<file path="config.mk">
export PLATFORM = sky130hd
export DESIGN_NAME = uart_fifo_xon_xoff_flow
export DESIGN_NICKNAME = d
export VERILOG_FILES = /design/src/sv/ufx_pkg.sv /design/src/sv/uart_fifo_xon_xoff_flow.sv /design/src/sv/ufx_decide.sv
export SDC_FILE = /design/constraint.sdc
export NUM_CORES = 1
export LEC_CHECK = 0
export BUFFER_PORTS_ARGS = -buffer_cell sky130_fd_sc_hd__buf_2
export CORE_MARGIN = 5
export CORE_UTILIZATION = 35
export DETAILED_ROUTE_END_ITERATION = 8
export SLEW_MARGIN = 10
export SYNTH_ARGS = -nofsm -noshare
export SYNTH_HDL_FRONTEND = slang
export SYNTH_SLANG_ARGS = --single-unit
export TNS_END_PERCENT = 30
</file>
<file path="constraint.sdc">
create_clock -name clk -period 5.1 [get_ports clk]
set_input_delay 0.765 -clock clk [delete_from_list [all_inputs] [get_ports clk]]
set_output_delay 0.765 -clock clk [all_outputs]
set_load 0.05 [all_outputs]
</file>
<file path="src/sv/ufx_pkg.sv">
// Shared types and constants for the UART FIFO block with XON/XOFF flow control.
// Used by ufx_decide and uart_fifo_xon_xoff_flow; depends on nothing else.
package ufx_pkg;

	// Command codes carried in s_tuser
	localparam logic [1:0] CMD_LINE_RX  = 2'd0;
	localparam logic [1:0] CMD_HOST_WR  = 2'd1;
	localparam logic [1:0] CMD_HOST_RD  = 2'd2;
	localparam logic [1:0] CMD_TX_READY = 2'd3;

	// Software flow control characters
	localparam logic [7:0] XON_BYTE  = 8'h11;
	localparam logic [7:0] XOFF_BYTE = 8'h13;

	// Configuration register indexes (byte address = 4 * index)
	localparam logic [1:0] REG_HIGH_THR = 2'd0;
	localparam logic [1:0] REG_LOW_THR  = 2'd1;
	localparam logic [1:0] REG_FLOW_EN  = 2'd2;

	// Register reset values
	localparam logic [4:0] HIGH_THR_RST = 5'd12;
	localparam logic [4:0] LOW_THR_RST  = 5'd4;
	localparam logic       FLOW_EN_RST  = 1'b1;

	// Default FIFO depths
	localparam int RX_DEPTH_DEF = 16;
	localparam int TX_DEPTH_DEF = 16;

	typedef struct packed {
		logic [4:0] high_thr;
		logic [4:0] low_thr;
		logic       flow_en;
	} cfg_t;

	// Decisions for one transaction, handed from ufx_decide to the datapath
	typedef struct packed {
		logic rx_store;       // append the line byte to the receive FIFO
		logic rx_pop;         // host read takes the receive head
		logic tx_append;      // host write appends to the transmit FIFO
		logic tx_pop;         // transmitter takes the transmit head
		logic push1;          // first control byte goes in front of the head
		logic push1_xoff;     // first control byte is XOFF, else XON
		logic push2;          // XON follows in front of that XOFF
		logic accepted;
		logic send_allowed_n;
		logic receive_open_n;
	} step_ctl_t;

endpackage

</file>
<file path="src/sv/uart_fifo_xon_xoff_flow.sv">
// Top level of the UART FIFO block: receive and transmit byte memories,
// pointers, XON/XOFF flags, APB registers and the result stages. Depends on
// ufx_pkg and ufx_decide.
//
//   channel   dir   handshake               payload
//   s_*       in    s_tvalid / s_tready     s_tuser = cmd, s_tdata = data_byte
//   m_*       out   m_tvalid / m_tready     m_tdata = result fields
//   apb       in    psel, penable, pwrite   paddr, pwdata, prdata (pready = 1)
//
// One item at a time: it is accepted only while the result stage is empty,
// the FIFO memories are read at the accepting edge, and their registered
// read data forms the result as the result stage loads the output register.
// A result then waits in the output register while the next item is taken.
// Reset clears pointers, counts, flags and registers; the byte memories are
// not cleared. A stalled m_tready holds the result stage and with it s_tready.
module uart_fifo_xon_xoff_flow import ufx_pkg::*; #(
	parameter int RX_DEPTH = RX_DEPTH_DEF,
	parameter int TX_DEPTH = TX_DEPTH_DEF
) (
	input  logic        clk,
	input  logic        arst_n,
	input  logic        s_tvalid,
	output logic        s_tready,
	input  logic [7:0]  s_tdata,   // [7:0] data_byte
	input  logic [1:0]  s_tuser,   // [1:0] cmd
	output logic        m_tvalid,
	input  logic        m_tready,
	// [0] line_valid, [8:1] line_byte, [9] read_valid, [17:10] read_byte,
	// [18] accepted, [23:19] rx_fill, [28:24] tx_fill, [29] remote_paused,
	// [31:30] zero
	output logic [31:0] m_tdata,
	input  logic        psel,
	input  logic        penable,
	input  logic        pwrite,
	input  logic [3:0]  paddr,
	input  logic [31:0] pwdata,
	output logic [31:0] prdata,
	output logic        pready
);

	localparam int RP  = $clog2(RX_DEPTH);
	localparam int TP  = $clog2(TX_DEPTH);
	localparam int RC  = $clog2(RX_DEPTH + 1);
	localparam int TC  = $clog2(TX_DEPTH + 1);
	localparam int RSW = RC + 1;
	localparam int TSW = TC + 1;

	// Configuration registers
	cfg_t cfg_q;

	// FIFO state
	logic [7:0]    rx_mem [RX_DEPTH];
	logic [7:0]    tx_mem [TX_DEPTH];
	logic [RP-1:0] rx_head_q;
	logic [RC-1:0] rx_count_q;
	logic [TP-1:0] tx_head_q;
	logic [TC-1:0] tx_count_q;
	logic          send_allowed_q;
	logic          receive_open_q;
	logic [7:0]    rx_rd_q;
	logic [7:0]    tx_rd_q;

	// Result stage
	logic          valid_s1;
	logic          push2_s1;
	logic [TP-1:0] push2_addr_s1;
	logic          line_valid_s1;
	logic          read_valid_s1;
	logic          accepted_s1;
	logic [4:0]    rx_fill_s1;
	logic [4:0]    tx_fill_s1;
	logic          paused_s1;

	// Output register
	logic          out_valid_q;
	logic [31:0]   out_data_q;

	step_ctl_t     ctl;
	logic          s_fire;
	logic          s1_go;
	logic          cfg_wr;

	logic [RSW-1:0] rx_sum;
	logic [RP-1:0]  rx_tail;
	logic [RP-1:0]  rx_head_inc;
	logic [TSW-1:0] tx_sum;
	logic [TP-1:0]  tx_tail;
	logic [TP-1:0]  tx_head_inc;
	logic [TP-1:0]  tx_head_dec1;
	logic [TP-1:0]  tx_head_dec2;
	logic [RP-1:0]  rx_head_n;
	logic [RC-1:0]  rx_count_n;
	logic [TP-1:0]  tx_head_n;
	logic [TC-1:0]  tx_count_n;
	logic [RC+4:0]  rx_fill_ext;
	logic [TC+4:0]  tx_fill_ext;

	logic          tx_we;
	logic [TP-1:0] tx_waddr;
	logic [7:0]    tx_wdata;

	assign s_tready = !valid_s1;
	assign s_fire   = s_tvalid && s_tready;
	assign s1_go    = valid_s1 && (!out_valid_q || m_tready);
	assign m_tvalid = out_valid_q;
	assign m_tdata  = out_data_q;
	assign pready   = 1'b1;
	assign cfg_wr   = psel && penable && pwrite && pready;

	ufx_decide #(
		.RX_DEPTH (RX_DEPTH),
		.TX_DEPTH (TX_DEPTH)
	) u_decide (
		.cmd          (s_tuser),
		.data_byte    (s_tdata),
		.rx_count     (rx_count_q),
		.tx_count     (tx_count_q),
		.send_allowed (send_allowed_q),
		.receive_open (receive_open_q),
		.cfg          (cfg_q),
		.ctl          (ctl)
	);

	// Write configuration registers
	always_ff @(posedge clk or negedge arst_n) begin
		if (!arst_n) begin
			cfg_q.high_thr <= HIGH_THR_RST;
			cfg_q.low_thr  <= LOW_THR_RST;
			cfg_q.flow_en  <= FLOW_EN_RST;
		end else if (cfg_wr) begin
			unique case (paddr[3:2])
				REG_HIGH_THR: cfg_q.high_thr <= pwdata[4:0];
				REG_LOW_THR:  cfg_q.low_thr  <= pwdata[4:0];
				REG_FLOW_EN:  cfg_q.flow_en  <= pwdata[0];
				default:      cfg_q          <= cfg_q;
			endcase
		end
	end

	// Read back configuration registers
	always_comb begin
		prdata = '0;
		unique case (paddr[3:2])
			REG_HIGH_THR: prdata = {27'd0, cfg_q.high_thr};
			REG_LOW_THR:  prdata = {27'd0, cfg_q.low_thr};
			REG_FLOW_EN:  prdata = {31'd0, cfg_q.flow_en};
			default:      prdata = '0;
		endcase
	end

	// Wrap pointer arithmetic
	always_comb begin
		rx_sum = RSW'(rx_head_q) + RSW'(rx_count_q);
		if (rx_sum >= RSW'(RX_DEPTH)) begin
			rx_sum = rx_sum - RSW'(RX_DEPTH);
		end
		rx_tail     = rx_sum[RP-1:0];
		rx_head_inc = (rx_head_q == RP'(RX_DEPTH - 1)) ? '0 : rx_head_q + RP'(1);

		tx_sum = TSW'(tx_head_q) + TSW'(tx_count_q);
		if (tx_sum >= TSW'(TX_DEPTH)) begin
			tx_sum = tx_sum - TSW'(TX_DEPTH);
		end
		tx_tail      = tx_sum[TP-1:0];
		tx_head_inc  = (tx_head_q == TP'(TX_DEPTH - 1)) ? '0 : tx_head_q + TP'(1);
		tx_head_dec1 = (tx_head_q == '0) ? TP'(TX_DEPTH - 1) : tx_head_q - TP'(1);
		tx_head_dec2 = (tx_head_dec1 == '0) ? TP'(TX_DEPTH - 1) : tx_head_dec1 - TP'(1);
	end

	// Next pointers and counts
	always_comb begin
		rx_head_n  = rx_head_q;
		rx_count_n = rx_count_q;
		if (ctl.rx_store) begin
			rx_count_n = rx_count_q + RC'(1);
		end else if (ctl.rx_pop) begin
			rx_head_n  = rx_head_inc;
			rx_count_n = rx_count_q - RC'(1);
		end

		tx_head_n  = tx_head_q;
		tx_count_n = tx_count_q;
		if (ctl.push2) begin
			tx_head_n  = tx_head_dec2;
			tx_count_n = tx_count_q + TC'(2);
		end else if (ctl.push1) begin
			tx_head_n  = tx_head_dec1;
			tx_count_n = tx_count_q + TC'(1);
		end else if (ctl.tx_append) begin
			tx_count_n = tx_count_q + TC'(1);
		end else if (ctl.tx_pop) begin
			tx_head_n  = tx_head_inc;
			tx_count_n = tx_count_q - TC'(1);
		end
	end

	// Advance FIFO state on an accepted transaction
	always_ff @(posedge clk or negedge arst_n) begin
		if (!arst_n) begin
			rx_head_q      <= '0;
			rx_count_q     <= '0;
			tx_head_q      <= '0;
			tx_count_q     <= '0;
			send_allowed_q <= 1'b1;
			receive_open_q <= 1'b1;
		end else if (s_fire) begin
			rx_head_q      <= rx_head_n;
			rx_count_q     <= rx_count_n;
			tx_head_q      <= tx_head_n;
			tx_count_q     <= tx_count_n;
			send_allowed_q <= ctl.send_allowed_n;
			receive_open_q <= ctl.receive_open_n;
		end
	end

	// Receive memory: store at the tail, read the head
	always_ff @(posedge clk) begin
		if (s_fire && ctl.rx_store) begin
			rx_mem[rx_tail] <= s_tdata;
		end
		if (s_fire) begin
			rx_rd_q <= rx_mem[rx_head_q];
		end
	end

	// Pick the transmit memory write: a trailing XON in the result cycle,
	// else a host append or a control byte in front of the head
	always_comb begin
		if (push2_s1) begin
			tx_we    = 1'b1;
			tx_waddr = push2_addr_s1;
			tx_wdata = XON_BYTE;
		end else begin
			tx_we    = s_fire && (ctl.tx_append || ctl.push1);
			tx_waddr = ctl.tx_append ? tx_tail : tx_head_dec1;
			tx_wdata = ctl.tx_append ? s_tdata : (ctl.push1_xoff ? XOFF_BYTE : XON_BYTE);
		end
	end

	// Transmit memory: one write port, head read at acceptance
	always_ff @(posedge clk) begin
		if (tx_we) begin
			tx_mem[tx_waddr] <= tx_wdata;
		end
		if (s_fire) begin
			tx_rd_q <= tx_mem[tx_head_q];
		end
	end

	assign rx_fill_ext = {5'd0, rx_count_n};
	assign tx_fill_ext = {5'd0, tx_count_n};

	// Result stage control
	always_ff @(posedge clk or negedge arst_n) begin
		if (!arst_n) begin
			valid_s1 <= 1'b0;
			push2_s1 <= 1'b0;
		end else begin
			push2_s1 <= s_fire && ctl.push2;
			if (s_fire) begin
				valid_s1 <= 1'b1;
			end else if (s1_go) begin
				valid_s1 <= 1'b0;
			end
		end
	end

	// Result stage payload
	always_ff @(posedge clk) begin
		if (s_fire) begin
			push2_addr_s1 <= tx_head_dec2;
			line_valid_s1 <= ctl.tx_pop;
			read_valid_s1 <= ctl.rx_pop;
			accepted_s1   <= ctl.accepted;
			rx_fill_s1    <= rx_fill_ext[4:0];
			tx_fill_s1    <= tx_fill_ext[4:0];
			paused_s1     <= !ctl.send_allowed_n;
		end
	end

	// Output register: load from the result stage, drop on transaction
	always_ff @(posedge clk or negedge arst_n) begin
		if (!arst_n) begin
			out_valid_q <= 1'b0;
		end else if (s1_go) begin
			out_valid_q <= 1'b1;
		end else if (m_tready) begin
			out_valid_q <= 1'b0;
		end
	end

	always_ff @(posedge clk) begin
		if (s1_go) begin
			out_data_q <= {2'd0, paused_s1, tx_fill_s1, rx_fill_s1, accepted_s1,
				(read_valid_s1 ? rx_rd_q : 8'd0), read_valid_s1,
				(line_valid_s1 ? tx_rd_q : 8'd0), line_valid_s1};
		end
	end

endmodule

</file>
<file path="src/sv/ufx_decide.sv">
// Command decode and XON/XOFF threshold decisions for one transaction.
// Depends on ufx_pkg (command codes, cfg_t, step_ctl_t).
module ufx_decide import ufx_pkg::*; #(
	parameter int RX_DEPTH = RX_DEPTH_DEF,
	parameter int TX_DEPTH = TX_DEPTH_DEF,
	localparam int RC = $clog2(RX_DEPTH + 1),
	localparam int TC = $clog2(TX_DEPTH + 1)
) (
	input  logic [1:0]    cmd,
	input  logic [7:0]    data_byte,
	input  logic [RC-1:0] rx_count,
	input  logic [TC-1:0] tx_count,
	input  logic          send_allowed,
	input  logic          receive_open,
	input  cfg_t          cfg,
	output step_ctl_t     ctl
);

	localparam int CW = (RC > 5) ? RC : 5;

	logic          rx_full;
	logic          tx_full;
	logic          tx_one_left;
	logic          check;
	logic [RC-1:0] rx_next;
	logic          go_high;
	logic          go_low;
	logic          open_mid;

	assign rx_full     = (rx_count == RC'(RX_DEPTH));
	assign tx_full     = (tx_count == TC'(TX_DEPTH));
	assign tx_one_left = (tx_count == TC'(TX_DEPTH - 1));

	// Decode the command
	always_comb begin
		ctl                = '0;
		ctl.accepted       = 1'b1;
		ctl.send_allowed_n = send_allowed;
		check              = 1'b0;
		rx_next            = rx_count;
		unique case (cmd)
			CMD_LINE_RX: begin
				if (cfg.flow_en && data_byte == XON_BYTE) begin
					ctl.send_allowed_n = 1'b1;
				end else if (cfg.flow_en && data_byte == XOFF_BYTE) begin
					ctl.send_allowed_n = 1'b0;
				end else if (!rx_full) begin
					ctl.rx_store = 1'b1;
					check        = 1'b1;
					rx_next      = rx_count + RC'(1);
				end
			end
			CMD_HOST_WR: begin
				if ((cfg.flow_en && !send_allowed) || tx_full) begin
					ctl.accepted = 1'b0;
				end else begin
					ctl.tx_append = 1'b1;
				end
			end
			CMD_HOST_RD: begin
				if (rx_count == '0) begin
					ctl.accepted = 1'b0;
				end else begin
					ctl.rx_pop = 1'b1;
					check      = 1'b1;
					rx_next    = rx_count - RC'(1);
				end
			end
			CMD_TX_READY: begin
				if (tx_count != '0 && (send_allowed || !cfg.flow_en)) begin
					ctl.tx_pop = 1'b1;
				end
			end
			default: begin
				ctl.accepted = 1'b1;
			end
		endcase

		// Check thresholds: XOFF first, then XON
		go_high  = check && cfg.flow_en && receive_open &&
			(CW'(rx_next) > CW'(cfg.high_thr));
		open_mid = receive_open && !go_high;
		go_low   = check && cfg.flow_en && !open_mid &&
			(CW'(rx_next) < CW'(cfg.low_thr));

		ctl.receive_open_n = go_low ? 1'b1 : open_mid;
		ctl.push1          = (go_high || go_low) && !tx_full;
		ctl.push1_xoff     = go_high;
		ctl.push2          = go_high && go_low && !tx_full && !tx_one_left;
	end

endmodule

</file>
==> results of run 1 <==
[synth_stat cells, drive strengths merged (3+ instances only)]
cell type and instances:
a211oi 3, a21o 8, a21oi 37, a221oi 12, a22oi 9, and2 24
and3 3, buf 44, clkbuf 29, dfrtp 28, dfstp 6, edfxtp 320
ha 33, inv 29, mux2 14, mux2i 34, mux4 56, nand2 70
nand2b 4, nand3 18, nand4 3, nor2 56, nor3 9, nor3b 4
o211ai 6, o21a 8, o21ai 43, o31ai 3, or3 6, xnor2 17
xor2 7
[worst max-delay path by stage]
stage                             start       endpoint  slack [ps]  depth (start not counted)
after global routing      rx_count_q[0]  tx_mem[14][7]         170                         20
after CTS                 rx_count_q[0]  tx_mem[14][7]         590                         20
after floorplan              s_tdata[5]  tx_mem[12][0]         570                         17
after global placement       s_tdata[7]  tx_mem[12][6]         180                         20
after detailed placement     s_tdata[7]  tx_mem[14][6]         170                         20
final                     rx_count_q[0]  tx_mem[14][2]         570                         22
[registers in the layout, summed over array words and instances (netlist names), 5 cells and up]
register,cells
rx_mem,128
tx_mem,128
m_tdata,30
cfg_q,11
rx_rd_q,8
tx_rd_q,8
rx_count_q,5
rx_fill_s1,5
tx_count_q,5
tx_fill_s1,5
[through the flow]
stage / cells / instance area [um^2] / hold WS (ps) / setup WS (ps) / util (%)
after floorplan: 1010 / 15500 / 400 / 571 / -
after global placement: 1629 / 16500 / 407 / 178 / 37.5
after detailed placement: 1629 / 16500 / 405 / 166 / 37.5
after CTS: 1699 / 17700 / 366 / 588 / 40.3
after global routing: 1699 / 17700 / 406 / 167 / 40.3
final: 1699 / 17700 / 342 / 566 / 40.3
[area by class of cell]
class                           instances  area (um^2)  share of cell area (%)
Sequential cell                       354        10500                    59.1
Clock inverter                         19          171                   0.967
Clock buffer                           51         1060                    6.00
Tap cell                              592          741                    4.18
Timing Repair Buffer                  100          601                    3.39
Multi-Input combinational cell        554         4570                    25.8
Inverter                               29          109                   0.614
[where the power goes]
group	internal (mW)	leakage [nW]	switching (mW)
Clock	1.62	0.604	1.09
Sequential	3.58	3.32	0.233
Combinational	1.23	2.27	1.74
[cell families after synthesis]
logic type / after synthesis
adder cells (fa/ha/maj): 35
AND/OR/NAND/NOR: 209
other: 2
multiplexers: 104
AO/OA/AOI/OAI: 152
XOR/XNOR: 24
buffers and inverters: 102
flip-flops: 354
[critical path: cells and delay by family, from the launching register on]
| kind | cells | cell delay [ps] |
|---|---|---|
| and+or+nand+nor | 8 | 1630 |
| DFF | 1 | 370 |
| adders and majority gates | 2 | 600 |
| buffers and inverters | 5 | 670 |
| AOI/OAI and AO/OA | 7 | 970 |
[metal layers]
layer	GRT usage, %	vias up	part of all wire (%)
li1	-	3920	-
met1	18.1	4266	45
met2	22.1	190	48
met3	2.24	42	4.5
met4	3.62	0	2.2
met5	0	-	0
==> summary.md, run 1 <==
| Metric | Value |
|---|---|
| Number of placed I/O pins | `120` |
| Hold_buf cts | `0` |
| Unique masters post-synth | `73` |
| Setup repair after global routing missed its margin | `false` |
| Total track usage | `between 10% and 20%` |
| Xor and xnor area share after synthesis | `1.36%` |
| Count of unresolved DRC violations after routing | `0` |
| Worst Path Required | `around 5300 ps` |
| Fraction of layout instances using a drive strength above 1 | `22.4%` |
| Register bit count reported by yosys | `354` |
| Leakage power | `6.20 nW` |
| Clock tree from TritonCTS | `built` |
| Crit path arrival time | `4760 ps` |
| Placement Rows | `77` |
| R2R Path End | `tx_mem[14][2]` |
| Initial antenna violation count | `0` |
| Maximum number of pins on one net before global-route repair | `54` |
| Combinational family with the most area after synthesis | `multiplexers` |
| Setup-failing EPs final | `0` |
| Largest stage delay, worst path | `410 ps` |
| Final critical-path required period | `4530 ps` |
| Count of instances resized after the clock tree is built | `0` |
| Min-delay worst type | `input pin to async pin` |
| Critical Path Slowest Stage Cell | `or3_4` |
| Area of the mapped netlist | `approximately 15000 um^2` |
| Worst Max-Slew Pin Slew | `1030 ps` |
| Compound-Gate Fraction of Synth Area | `between 6 and 7%` |
| Mean Syn Cell Area | `15.7 um^2` |
| Count of H-tree levels built during CTS | `2` |
| # Max-Cap Violations | `0` |
| First-pass GRT wire length | `50100 um` |
| Worst relative slew slack | `between 30% and 40%` |
| Final weighted congestion in routability-driven placement | `0.840` |
| Crit-path cells | `inv_1 -> ha_1 -> inv_2 -> or3_4 -> o21ai_4 -> inv_2 -> a21oi_1 -> o21ai_0 -> nand2_1 -> o21ai_0 -> ha_1 -> nand3_1 -> a21oi_1 -> o22ai_1 -> nor4_1 -> buf_4 -> nand2_1 -> nand3_4 -> a21oi_1 -> or3_1 -> nor2_1 -> buf_4` |
| Max Buffers Root-to-Sink | `3` |
| Final-layout fill cell count | `4085` |
| Cell at the root of the clock tree | `clkbuf_16` |
| Cell taking the most area after synthesis | `edfxtp_1` |
| Pre-antenna DRT Iters | `5` |
| Antenna-violating nets left | `0` |
| Setup TNS | `0 ps` |
| Routed via count | `8418` |
| Count of flip-flops with a built-in enable after synthesis | `320` |
| Detailed Place HPWL | `roughly 21000 um` |
| Clock latency reported for the late side of the worst-skew pair | `530 ps` |
| Achievable clock frequency | `221 MHz` |
| Period utilisation layout | `88.9%` |
| Slack of the worst reg-to-reg path | `about 570 ps` |
| Initial Utilization | `between 30% and 40%` |
| Number of I/O port buffers | `60` |
| Commonest non-fill, non-tap cell in the layout | `edfxtp_1` |
| Post-synthesis mux area share | `a little under an eighth` |
| Vias in the first global route | `between 8k and 9k` |
| Fraction of post-synthesis cell area in the top cell type by area | `62.2%` |
| Pwr dens | `535 nW/um^2` |
| Number of buffers inserted during clock tree synthesis | `39` |
| Count of inserted antenna diode cells | `0` |
| R2r startpoint | `rx_count_q[0]` |
| Synthesis Warnings | `0` |
| Adder and majority gate portion of the synthesized area | `2.93%` |
| Dominant register cell in the synthesized netlist | `edfxtp_1` |
| Final Max Tran Viols | `0` |
| Width of the die | `220 um` |
| Critical Path Start Type | `flop` |
| Mean number of vias per cell | `approximately 5.0` |
| Simple-gate portion of the synthesized area | `6.59%` |
| Async set or reset register ratio after synthesis | `9.60%` |
| Endpoint kind of the worst setup timing path | `flop` |
| Overall routed net length | `31800 um` |
| Number of DRC violations after detailed-routing iteration 0 | `401` |
| Count of mapped cells out of synthesis | `982` |
| Worst supply voltage drop on vdd | `0.255 mV` |
| Die outline area | `48400 um^2` |
| Critical path start-end classification | `flop to flop` |
| Main area contributors after synthesis | `edfxtp_1 (62%), mux4_2 (8.2%), dfrtp_1 (4.5%)` |
| Clock-pin slew on the worst setup and hold paths | `60 ps` |
| Die height | `220 um` |
| Area growth syn-to-layout | `14.8%` |
| Core Region | `43900 um^2` |
| Sequential area share after synthesis | `between 60% and 70%` |
| Post-CTS Repair Setup Buffers | `0` |
| Result of the run | `finished, final reports clean` |
| Power Total | `between 9 and 10 mW` |
| Highest-count cells in the layout ignoring fill and taps | `edfxtp_1 (320), nand2_1 (69), buf_2 (60), mux4_2 (56), nor2_1 (55)` |
| Crit Path Max Fanout | `8` |
| Number of endpoints with negative hold slack in the final report | `0` |
| Most common cell on crit path | `a21oi_1` |
| Overall overflow remaining after global route | `0` |
| Depth of the most critical reg-to-reg path | `22` |
| Avg WL per Cell | `between 15 and 20 um` |
| Final worst clock skew | `13.6 ps` |
| Sink count of the clock tree | `around 350` |
| # nets final | `between 1k and 1.5k` |
Power figures use the tool's default switching activity.
==> inputs of run 2 (changes only) <==
--- a/config.mk
+++ b/config.mk
@@ -5,6 +5,7 @@
 export SDC_FILE = /design/constraint.sdc
 export NUM_CORES = 1
 export LEC_CHECK = 0
+export ABC_AREA = 1
 export BUFFER_PORTS_ARGS = -buffer_cell sky130_fd_sc_hd__buf_2
 export CORE_MARGIN = 5
 export CORE_UTILIZATION = 35
==> run 2 against run 1 <==
Hold slack improved by 1.1 ps. Clock power is 7.4% lower. Clock skew down 0.72 ps. Core utilization decreased by 0.33 points. Register-to-register slack improved by 240 ps. Largest power group unchanged.
==> summary.md, run 2 <==
| Metric | Value |
|---|---|
| Vias in the first global route | `9834 (+14%)` |
| Worst hold margin | `343 ps (+1.11 ps)` |
| Instance area at placement | `16600 um^2 (+0.57%)` |
| Mean number of vias per cell | `4.96 (about the same)` |
| Area growth syn-to-layout | `13.2%` |
| Clock-pin slew on the worst setup and hold paths | `60 ps (about the same)` |
| Width of the die | `221 um (+0.60%)` |
| Main area contributors after synthesis | `edfxtp_1 (61%), nand2_1 (5.0%), dfrtp_1 (4.5%)` |
| Die outline area | `49000 um^2 (+1.2%)` |
| Unique masters post-synth | `45 (-38%)` |
| Worst Slack Setup Final | `808 ps (+242 ps)` |
| Critical Path Slowest Stage Cell | `dfrtp_1` |
| Cell taking the most area after synthesis | `edfxtp_1` |
| Number of placed I/O pins | `120 (unchanged)` |
| Async set or reset register ratio after synthesis | `9.60% (unchanged)` |
| Avg WL per Cell | `17.1 um (-8.5%)` |
| Min-delay worst type | `input pin to async pin` |
| Critical path start-end classification | `flop to flop` |
| Hold_buf cts | `0 (unchanged)` |
| Number of I/O port buffers | `60 (unchanged)` |
| Worst Max-Slew Pin Slew | `1110 ps (+75.4 ps)` |
| Setup repair after global routing missed its margin | `false` |
| Number of placed instances with taps included | `1986 (+22%)` |
| Final weighted congestion in routability-driven placement | `0.826 (-1.6%)` |
| Critical Path Start Type | `flop` |
| Fraction of post-synthesis cell area in the top cell type by area | `61.4% (-0.78 points)` |
| Fraction of layout instances using a drive strength above 1 | `13.3% (-9.1 points)` |
| Commonest cells in the synthesized netlist | `edfxtp_1 (320), nand2_1 (210), nor2_1 (173)` |
| Max Buffers Root-to-Sink | `3 (unchanged)` |
| Pwr dens | `540 nW/um^2 (+0.85%)` |
| Sink count of the clock tree | `354 (unchanged)` |
| Worst supply voltage drop on vdd | `0.304 mV (+19%)` |
| Clock tree from TritonCTS | `built` |
| Sequential area share after synthesis | `66.9% (-0.85 points)` |
| Highest-count cells in the layout ignoring fill and taps | `edfxtp_1 (320), nand2_1 (210), nor2_1 (173), o21ai_0 (140), inv_1 (85)` |
| Commonest non-fill, non-tap cell in the layout | `edfxtp_1` |
| Mean Syn Cell Area | `11.5 um^2 (-27%)` |
| Count of unresolved DRC violations after routing | `0 (unchanged)` |
| Post-CTS Repair Setup Buffers | `0 (unchanged)` |
| Number of DRC violations after detailed-routing iteration 0 | `701 (+75%)` |
| Achievable clock frequency | `233 MHz (+5.6%)` |
| Utilization after layout | `40.0% (-0.33 points)` |
| Total track usage | `14.1% (+0.84 points)` |
| Count of H-tree levels built during CTS | `2 (unchanged)` |
| Dominant register cell in the synthesized netlist | `edfxtp_1` |
| Setup TNS | `0 ps (unchanged)` |
| Setup Slack @ Placement | `520 ps (+355 ps)` |
| Slack of the worst reg-to-reg path | `810 ps (+240 ps)` |
| Number of non-filler instances in the completed layout | `2051 (+21%)` |
| Total non-filler cell area in the finished layout | `17700 um^2 (-0.16%)` |
| First-pass GRT wire length | `55700 um (+11%)` |
| Overall routed net length | `35100 um (+10%)` |
| Die height | `221 um (+0.60%)` |
| Crit Path Max Fanout | `11 (+3)` |
| Core Region | `44200 um^2 (+0.66%)` |
| Register bit count reported by yosys | `354 (unchanged)` |
| Area of the mapped netlist | `15600 um^2 (+1.3%)` |
| Number of endpoints with negative hold slack in the final report | `0 (unchanged)` |
| Period utilisation layout | `84.2% (-4.7 points)` |
| Count of flip-flops with a built-in enable after synthesis | `320 (unchanged)` |
| Result of the run | `finished, final reports clean` |
| # Max-Cap Violations | `0 (unchanged)` |
| Count of mapped cells out of synthesis | `1356 (+38%)` |
| Power Total | `9.55 mW (+0.69%)` |
| Largest stage delay, worst path | `480 ps (+70 ps)` |
| Synthesis Warnings | `0 (unchanged)` |
| Initial Utilization | `35.4% (+0.21 points)` |
| Number of buffers inserted during clock tree synthesis | `36 (-7.7%)` |
| Final critical-path required period | `4290 ps (-242 ps)` |
| Final Max Tran Viols | `0 (unchanged)` |
| Worst Path Required | `5320 ps (about the same)` |
| Setup-failing EPs final | `0 (unchanged)` |
| Initial antenna violation count | `1 (+1)` |
| Cell at the root of the clock tree | `clkbuf_16` |
| Worst relative slew slack | `26.0% (-5.2 points)` |
| Leakage power | `6.66 nW (+7.6%)` |
| Placement Rows | `77 (unchanged)` |
| Pre-antenna DRT Iters | `7 (+2)` |
| Top-count cell post-synth | `edfxtp_1` |
| Count of inserted antenna diode cells | `0 (unchanged)` |
| Endpoint kind of the worst setup timing path | `flop` |
| Detailed Place HPWL | `22900 um (+9.1%)` |
| Routed via count | `10.2k (+21%)` |
| Crit path arrival time | `4520 ps (-240 ps)` |
| Buffers & Inverters on Critical Path | `3 (-2)` |
| Antenna-violating nets left | `0 (unchanged)` |
| Overall overflow remaining after global route | `0 (unchanged)` |
| Count of instances resized after the clock tree is built | `0 (unchanged)` |
| # nets final | `1520 (+30%)` |
| Clock latency reported for the late side of the worst-skew pair | `530 ps (about the same)` |
| Final worst clock skew | `12.9 ps (-0.723 ps)` |
| Maximum number of pins on one net before global-route repair | `72 (+33%)` |
| CP delay by family, top | `simple AND/OR/NAND/NOR gates` |
[run 2: cell types whose count changed after synthesis, moves of 33 or more]
cell	change
mux4_2	-56
inv_1	+61
mux2i_1	-33
o22ai_1	+34
nand3_1	+56
nor2_1	+118
o21ai_0	+99
nand2_1	+141
[run 2: area by class of cell]
cell class	count	area [um^2]
fill	4197	26500
sequential	354	10500
multi-input combinational	850	4460
clock buffer	51	988
tap	592	741
timing repair buffer	94	556
inverter	96	360
clock inverter	14	125
[run 2: path summary, 6_finish.rpt]
| path | startpoint | to | cells after the start |
|---|---|---|---|
| worst min register to register | accepted_s1 | m_tdata[18] | 0 |
| min in group clk | accepted_s1 | m_tdata[18] | 0 |
| worst max-delay path | rx_count_q[0] | tx_mem[13][7] | 25 |
| max in group asynchronous | arst_n | rx_head_q[0] | 1 |
| worst max register to register | rx_count_q[0] | tx_mem[13][7] | 25 |
| worst min-delay path | arst_n | push2_s1 | 1 |
[run 2: per-layer routing]
layer | vias to the layer above | wire [um] | global-route usage (%)
met5 | - | 13 | 0
met4 | 2 | 862 | 4.10
met3 | 49 | 1920 | 2.74
met2 | 279 | 16700 | 23.0
met1 | 4959 | 15700 | 19.3
li1 | 4876 | - | -
[run 2: logic make-up (layout without fill, tap and decap cells)]
group,after synthesis,after routing,synth area share [%]
AND/OR/NAND/NOR,507,507,14.0
flip-flops,354,354,66.9
AO/OA/AOI/OAI,255,255,9.46
buffers and inverters,180,255,5.32
adder cells (fa/ha/maj),35,35,2.90
XOR/XNOR,23,23,1.29
other,2,30,0.0480
[run 2: report_power, final]
group | total [mW] | internal [mW] | switching, mW | leakage, nW
combinational | 3.27 | 0.960 | 2.31 | 2.78
clock | 2.51 | 1.46 | 1.05 | 0.542
sequential | 3.77 | 3.56 | 0.207 | 3.34
==> inputs of run 3 (changes only) <==
--- a/config.mk
+++ b/config.mk
@@ -5,7 +5,7 @@
 export SDC_FILE = /design/constraint.sdc
 export NUM_CORES = 1
 export LEC_CHECK = 0
-export ABC_AREA = 1
+export ABC_AREA = 0
 export BUFFER_PORTS_ARGS = -buffer_cell sky130_fd_sc_hd__buf_2
 export CORE_MARGIN = 5
 export CORE_UTILIZATION = 35
==> constraint.sdc (replaced) <==
create_clock -name clk -period 3.75 [get_ports clk]
set_input_delay 0.5625 -clock clk [delete_from_list [all_inputs] [get_ports clk]]
set_output_delay 0.5625 -clock clk [all_outputs]
set_load 0.05 [all_outputs]
==> run 3 against run 2 <==
The run now ends with setup timing left. Via count is 14% lower. Sequential power is 35% higher. Combinational power is 47% higher. Clock power is 47% higher. Final cell count is 14% lower. Wire length is 4.0% lower. Critical path depth is 1 lower. Global-route usage is 0.13 points lower.
==> summary.md, run 3 (same netlist as run 1, synthesis figures left out) <==
| Metric | Value |
|---|---|
| Slack of the worst reg-to-reg path | `-170 ps (-980 ps)` |
| Buffers & Inverters on Critical Path | `11 (+8)` |
| Die outline area | `48400 um^2 (-1.2%)` |
| Clock Power Share | `27.1% (+0.9 points)` |
| Mean number of vias per cell | `4.97 (+0.23%)` |
| Clock tree from TritonCTS | `built` |
| Setup-failing EPs final | `153 (+153)` |
| Overall overflow remaining after global route | `0 (unchanged)` |
| Max Buffers Root-to-Sink | `3 (unchanged)` |
| Placement Rows | `77 (unchanged)` |
| Utilization after layout | `42.4% (+2.3 points)` |
| Core Region | `43900 um^2 (-0.65%)` |
| CP delay by family, top | `buffers and inverters` |
| Detailed-routed wire length on met3 | `1640 um (-15%)` |
| Part of the total power dissipated in combinational logic | `35.4% (+1.1 points)` |
| Number of endpoints with negative hold slack in the final report | `0 (unchanged)` |
| Avg WL per Cell | `19.1 um (+11%)` |
| Worst Slack Setup Final | `-173 ps (-981 ps)` |
| Pre-antenna DRT Iters | `4 (-3)` |
| Endpoint kind of the worst setup timing path | `flop` |
| Antenna-violating nets left | `0 (unchanged)` |
| Worst supply voltage drop on vdd | `0.370 mV (+22%)` |
| Worst relative slew slack | `38.3% (+12 points)` |
| Final weighted congestion in routability-driven placement | `0.812 (-1.7%)` |
| Count of unresolved DRC violations after routing | `0 (unchanged)` |
| Cell at the root of the clock tree | `clkbuf_16` |
| # nets final | `1232 (-19%)` |
| Initial Utilization | `35.2% (-0.21 points)` |
| Sequential share of power | `37.5% (-2.0 points)` |
| Routed via count | `8773 (-14%)` |
| Detailed Place HPWL | `22400 um (-2.3%)` |
| Final Max Tran Viols | `0 (unchanged)` |
| Worst Path Required | `4020 ps (-1300 ps)` |
| Pwr dens | `730 nW/um^2 (+35%)` |
| Critical Path Start Type | `flop` |
| Switching component of the power | `4.50 mW (+26%)` |
| Number of I/O port buffers | `60 (unchanged)` |
| Setup Slack @ Placement | `-579 ps (-1100 ps)` |
| Achievable clock frequency | `255 MHz (+9.4%)` |
| Setup repair after global routing missed its margin | `true` |
| Final worst clock skew | `21.7 ps (+8.76 ps)` |
| Crit Path Max Fanout | `16 (+5)` |
| Met1 Wirelength | `14700 um (-6.4%)` |
| Count of H-tree levels built during CTS | `2 (unchanged)` |
| Area growth syn-to-layout | `20.5%` |
| Die height | `220 um (-0.60%)` |
| Most common cell on crit path | `buf_4` |
| Total track usage | `14.0% (-0.13 points)` |
| Crit path arrival time | `4200 ps (-320 ps)` |
| Fraction of layout instances using a drive strength above 1 | `31.3% (+18 points)` |
| Worst hold margin | `143 ps (-200 ps)` |
| Net switching share of the total power | `33.1% (-4.2 points)` |
| Sink count of the clock tree | `354 (unchanged)` |
| Leakage power | `6.58 nW (-1.2%)` |
| Power Internal | `9.08 mW (+52%)` |
| Clock-pin slew on the worst setup and hold paths | `60 ps (about the same)` |
| Highest-count cells in the layout ignoring fill and taps | `edfxtp_1 (320), buf_4 (97), nand2_1 (67), buf_2 (60), mux4_2 (56)` |
| Commonest non-fill, non-tap cell in the layout | `edfxtp_1` |
| Clock latency reported for the late side of the worst-skew pair | `540 ps (about the same)` |
| Total non-filler cell area in the finished layout | `18600 um^2 (+5.2%)` |
| Period utilisation layout | `105% (+20 points)` |
| Crit-path cells | `inv_6 -> ha_4 -> buf_4 -> nor3b_2 -> buf_4 -> nand2_1 -> nand2_2 -> o311a_1 -> o21ai_2 -> ha_1 -> nand3_1 -> nand2_1 -> o22ai_2 -> nor4_2 -> buf_4 -> buf_4 -> buf_4 -> buf_4 -> buf_4 -> buf_4 -> buf_4 -> nand2_1 -> a21oi_1 -> buf_6` |
| Count of inserted antenna diode cells | `0 (unchanged)` |
| Overall routed net length | `33700 um (-4.0%)` |
| Vias in the first global route | `8947 (-9.0%)` |
| Min-delay worst type | `input pin to async pin` |
| Largest stage delay, worst path | `410 ps (-70 ps)` |
| Violations in the final reports | `setup timing` |
| Maximum number of pins on one net before global-route repair | `54 (-25%)` |
| Met2 routed WL | `16500 um (-1.2%)` |
| Power Total | `13.6 mW (+42%)` |
| Critical Path Slowest Stage Cell | `dfrtp_1` |
| Result of the run | `finished with violations` |
| Setup TNS | `-19510 ps (-19510 ps)` |
| Number of placed instances with taps included | `1680 (-15%)` |
| R2r startpoint | `rx_count_q[0]` |
| Number of buffers inserted during clock tree synthesis | `38 (+5.6%)` |
| First-pass GRT wire length | `52100 um (-6.5%)` |
| Critical path origin | `rx_count_q[0]` |
| Highest metal layer used by the detailed router | `met4` |
| Number of DRC violations after detailed-routing iteration 0 | `601 (-14%)` |
| Width of the die | `220 um (-0.60%)` |
| Initial antenna violation count | `0 (-1)` |
| Final critical-path required period | `3920 ps (-369 ps)` |
| Instance area at placement | `17100 um^2 (+3.1%)` |
| Critical path start-end classification | `flop to flop` |
| Number of placed I/O pins | `120 (unchanged)` |
| Number of non-filler instances in the completed layout | `1766 (-14%)` |
| Worst Max-Slew Pin Slew | `926 ps (-180 ps)` |
| # Max-Cap Violations | `0 (unchanged)` |
run 3: layout make-up:
cell class                 count  area (um^2)
clock buffer                  53         1050
clock inverter                17          183
fill                        3964        25300
inverter                      29          116
multi-input combinational    554         4860
sequential                   354        10500
tap                          592          741
timing repair buffer         167         1180
run 3: what timing repair did:
| action | CTS | global route |
|---|---|---|
| pin swaps | 19 | 14 |
| cloned | 0 | 0 |
| hold buffers | 0 | 0 |
| resized for setup | 20 | 14 |
| endpoints found under the setup margin | 139 | 158 |
| buffers inserted | 13 | 3 |
run 3: worst paths after layout:
| path | endpoint | cells past startpoint |
|---|---|---|
| hold reg to reg | m_tdata[22] | 0 |
| setup reg to reg | tx_mem[14][1] | 24 |
| min in group clk | cfg_q[4] | 3 |
| setup / recovery | tx_mem[14][1] | 24 |
| max in group asynchronous | rx_count_q[1] | 1 |
| hold / removal | tx_count_q[3] | 1 |
run 3: metal layers:
layer | track usage (%) | up-vias
met5 | 0 | -
met4 | 4.76 | 0
met1 | 18.8 | 4448
li1 | - | 4050
met3 | 2.56 | 61
met2 | 23.0 | 214
run 3: power groups by stage:
| stage | registers (mW) | logic (mW) | clock network (mW) |
|---|---|---|---|
| after floorplan | 5.27 | 3.18 | 0 |
| final | 5.09 | 4.81 | 3.68 |
| after global routing | 5.14 | 5.26 | 3.94 |
| after detailed placement | 5.17 | 4.57 | 0 |
| after global placement | 5.16 | 4.53 | 0 |
| after CTS | 5.09 | 4.73 | 3.76 |
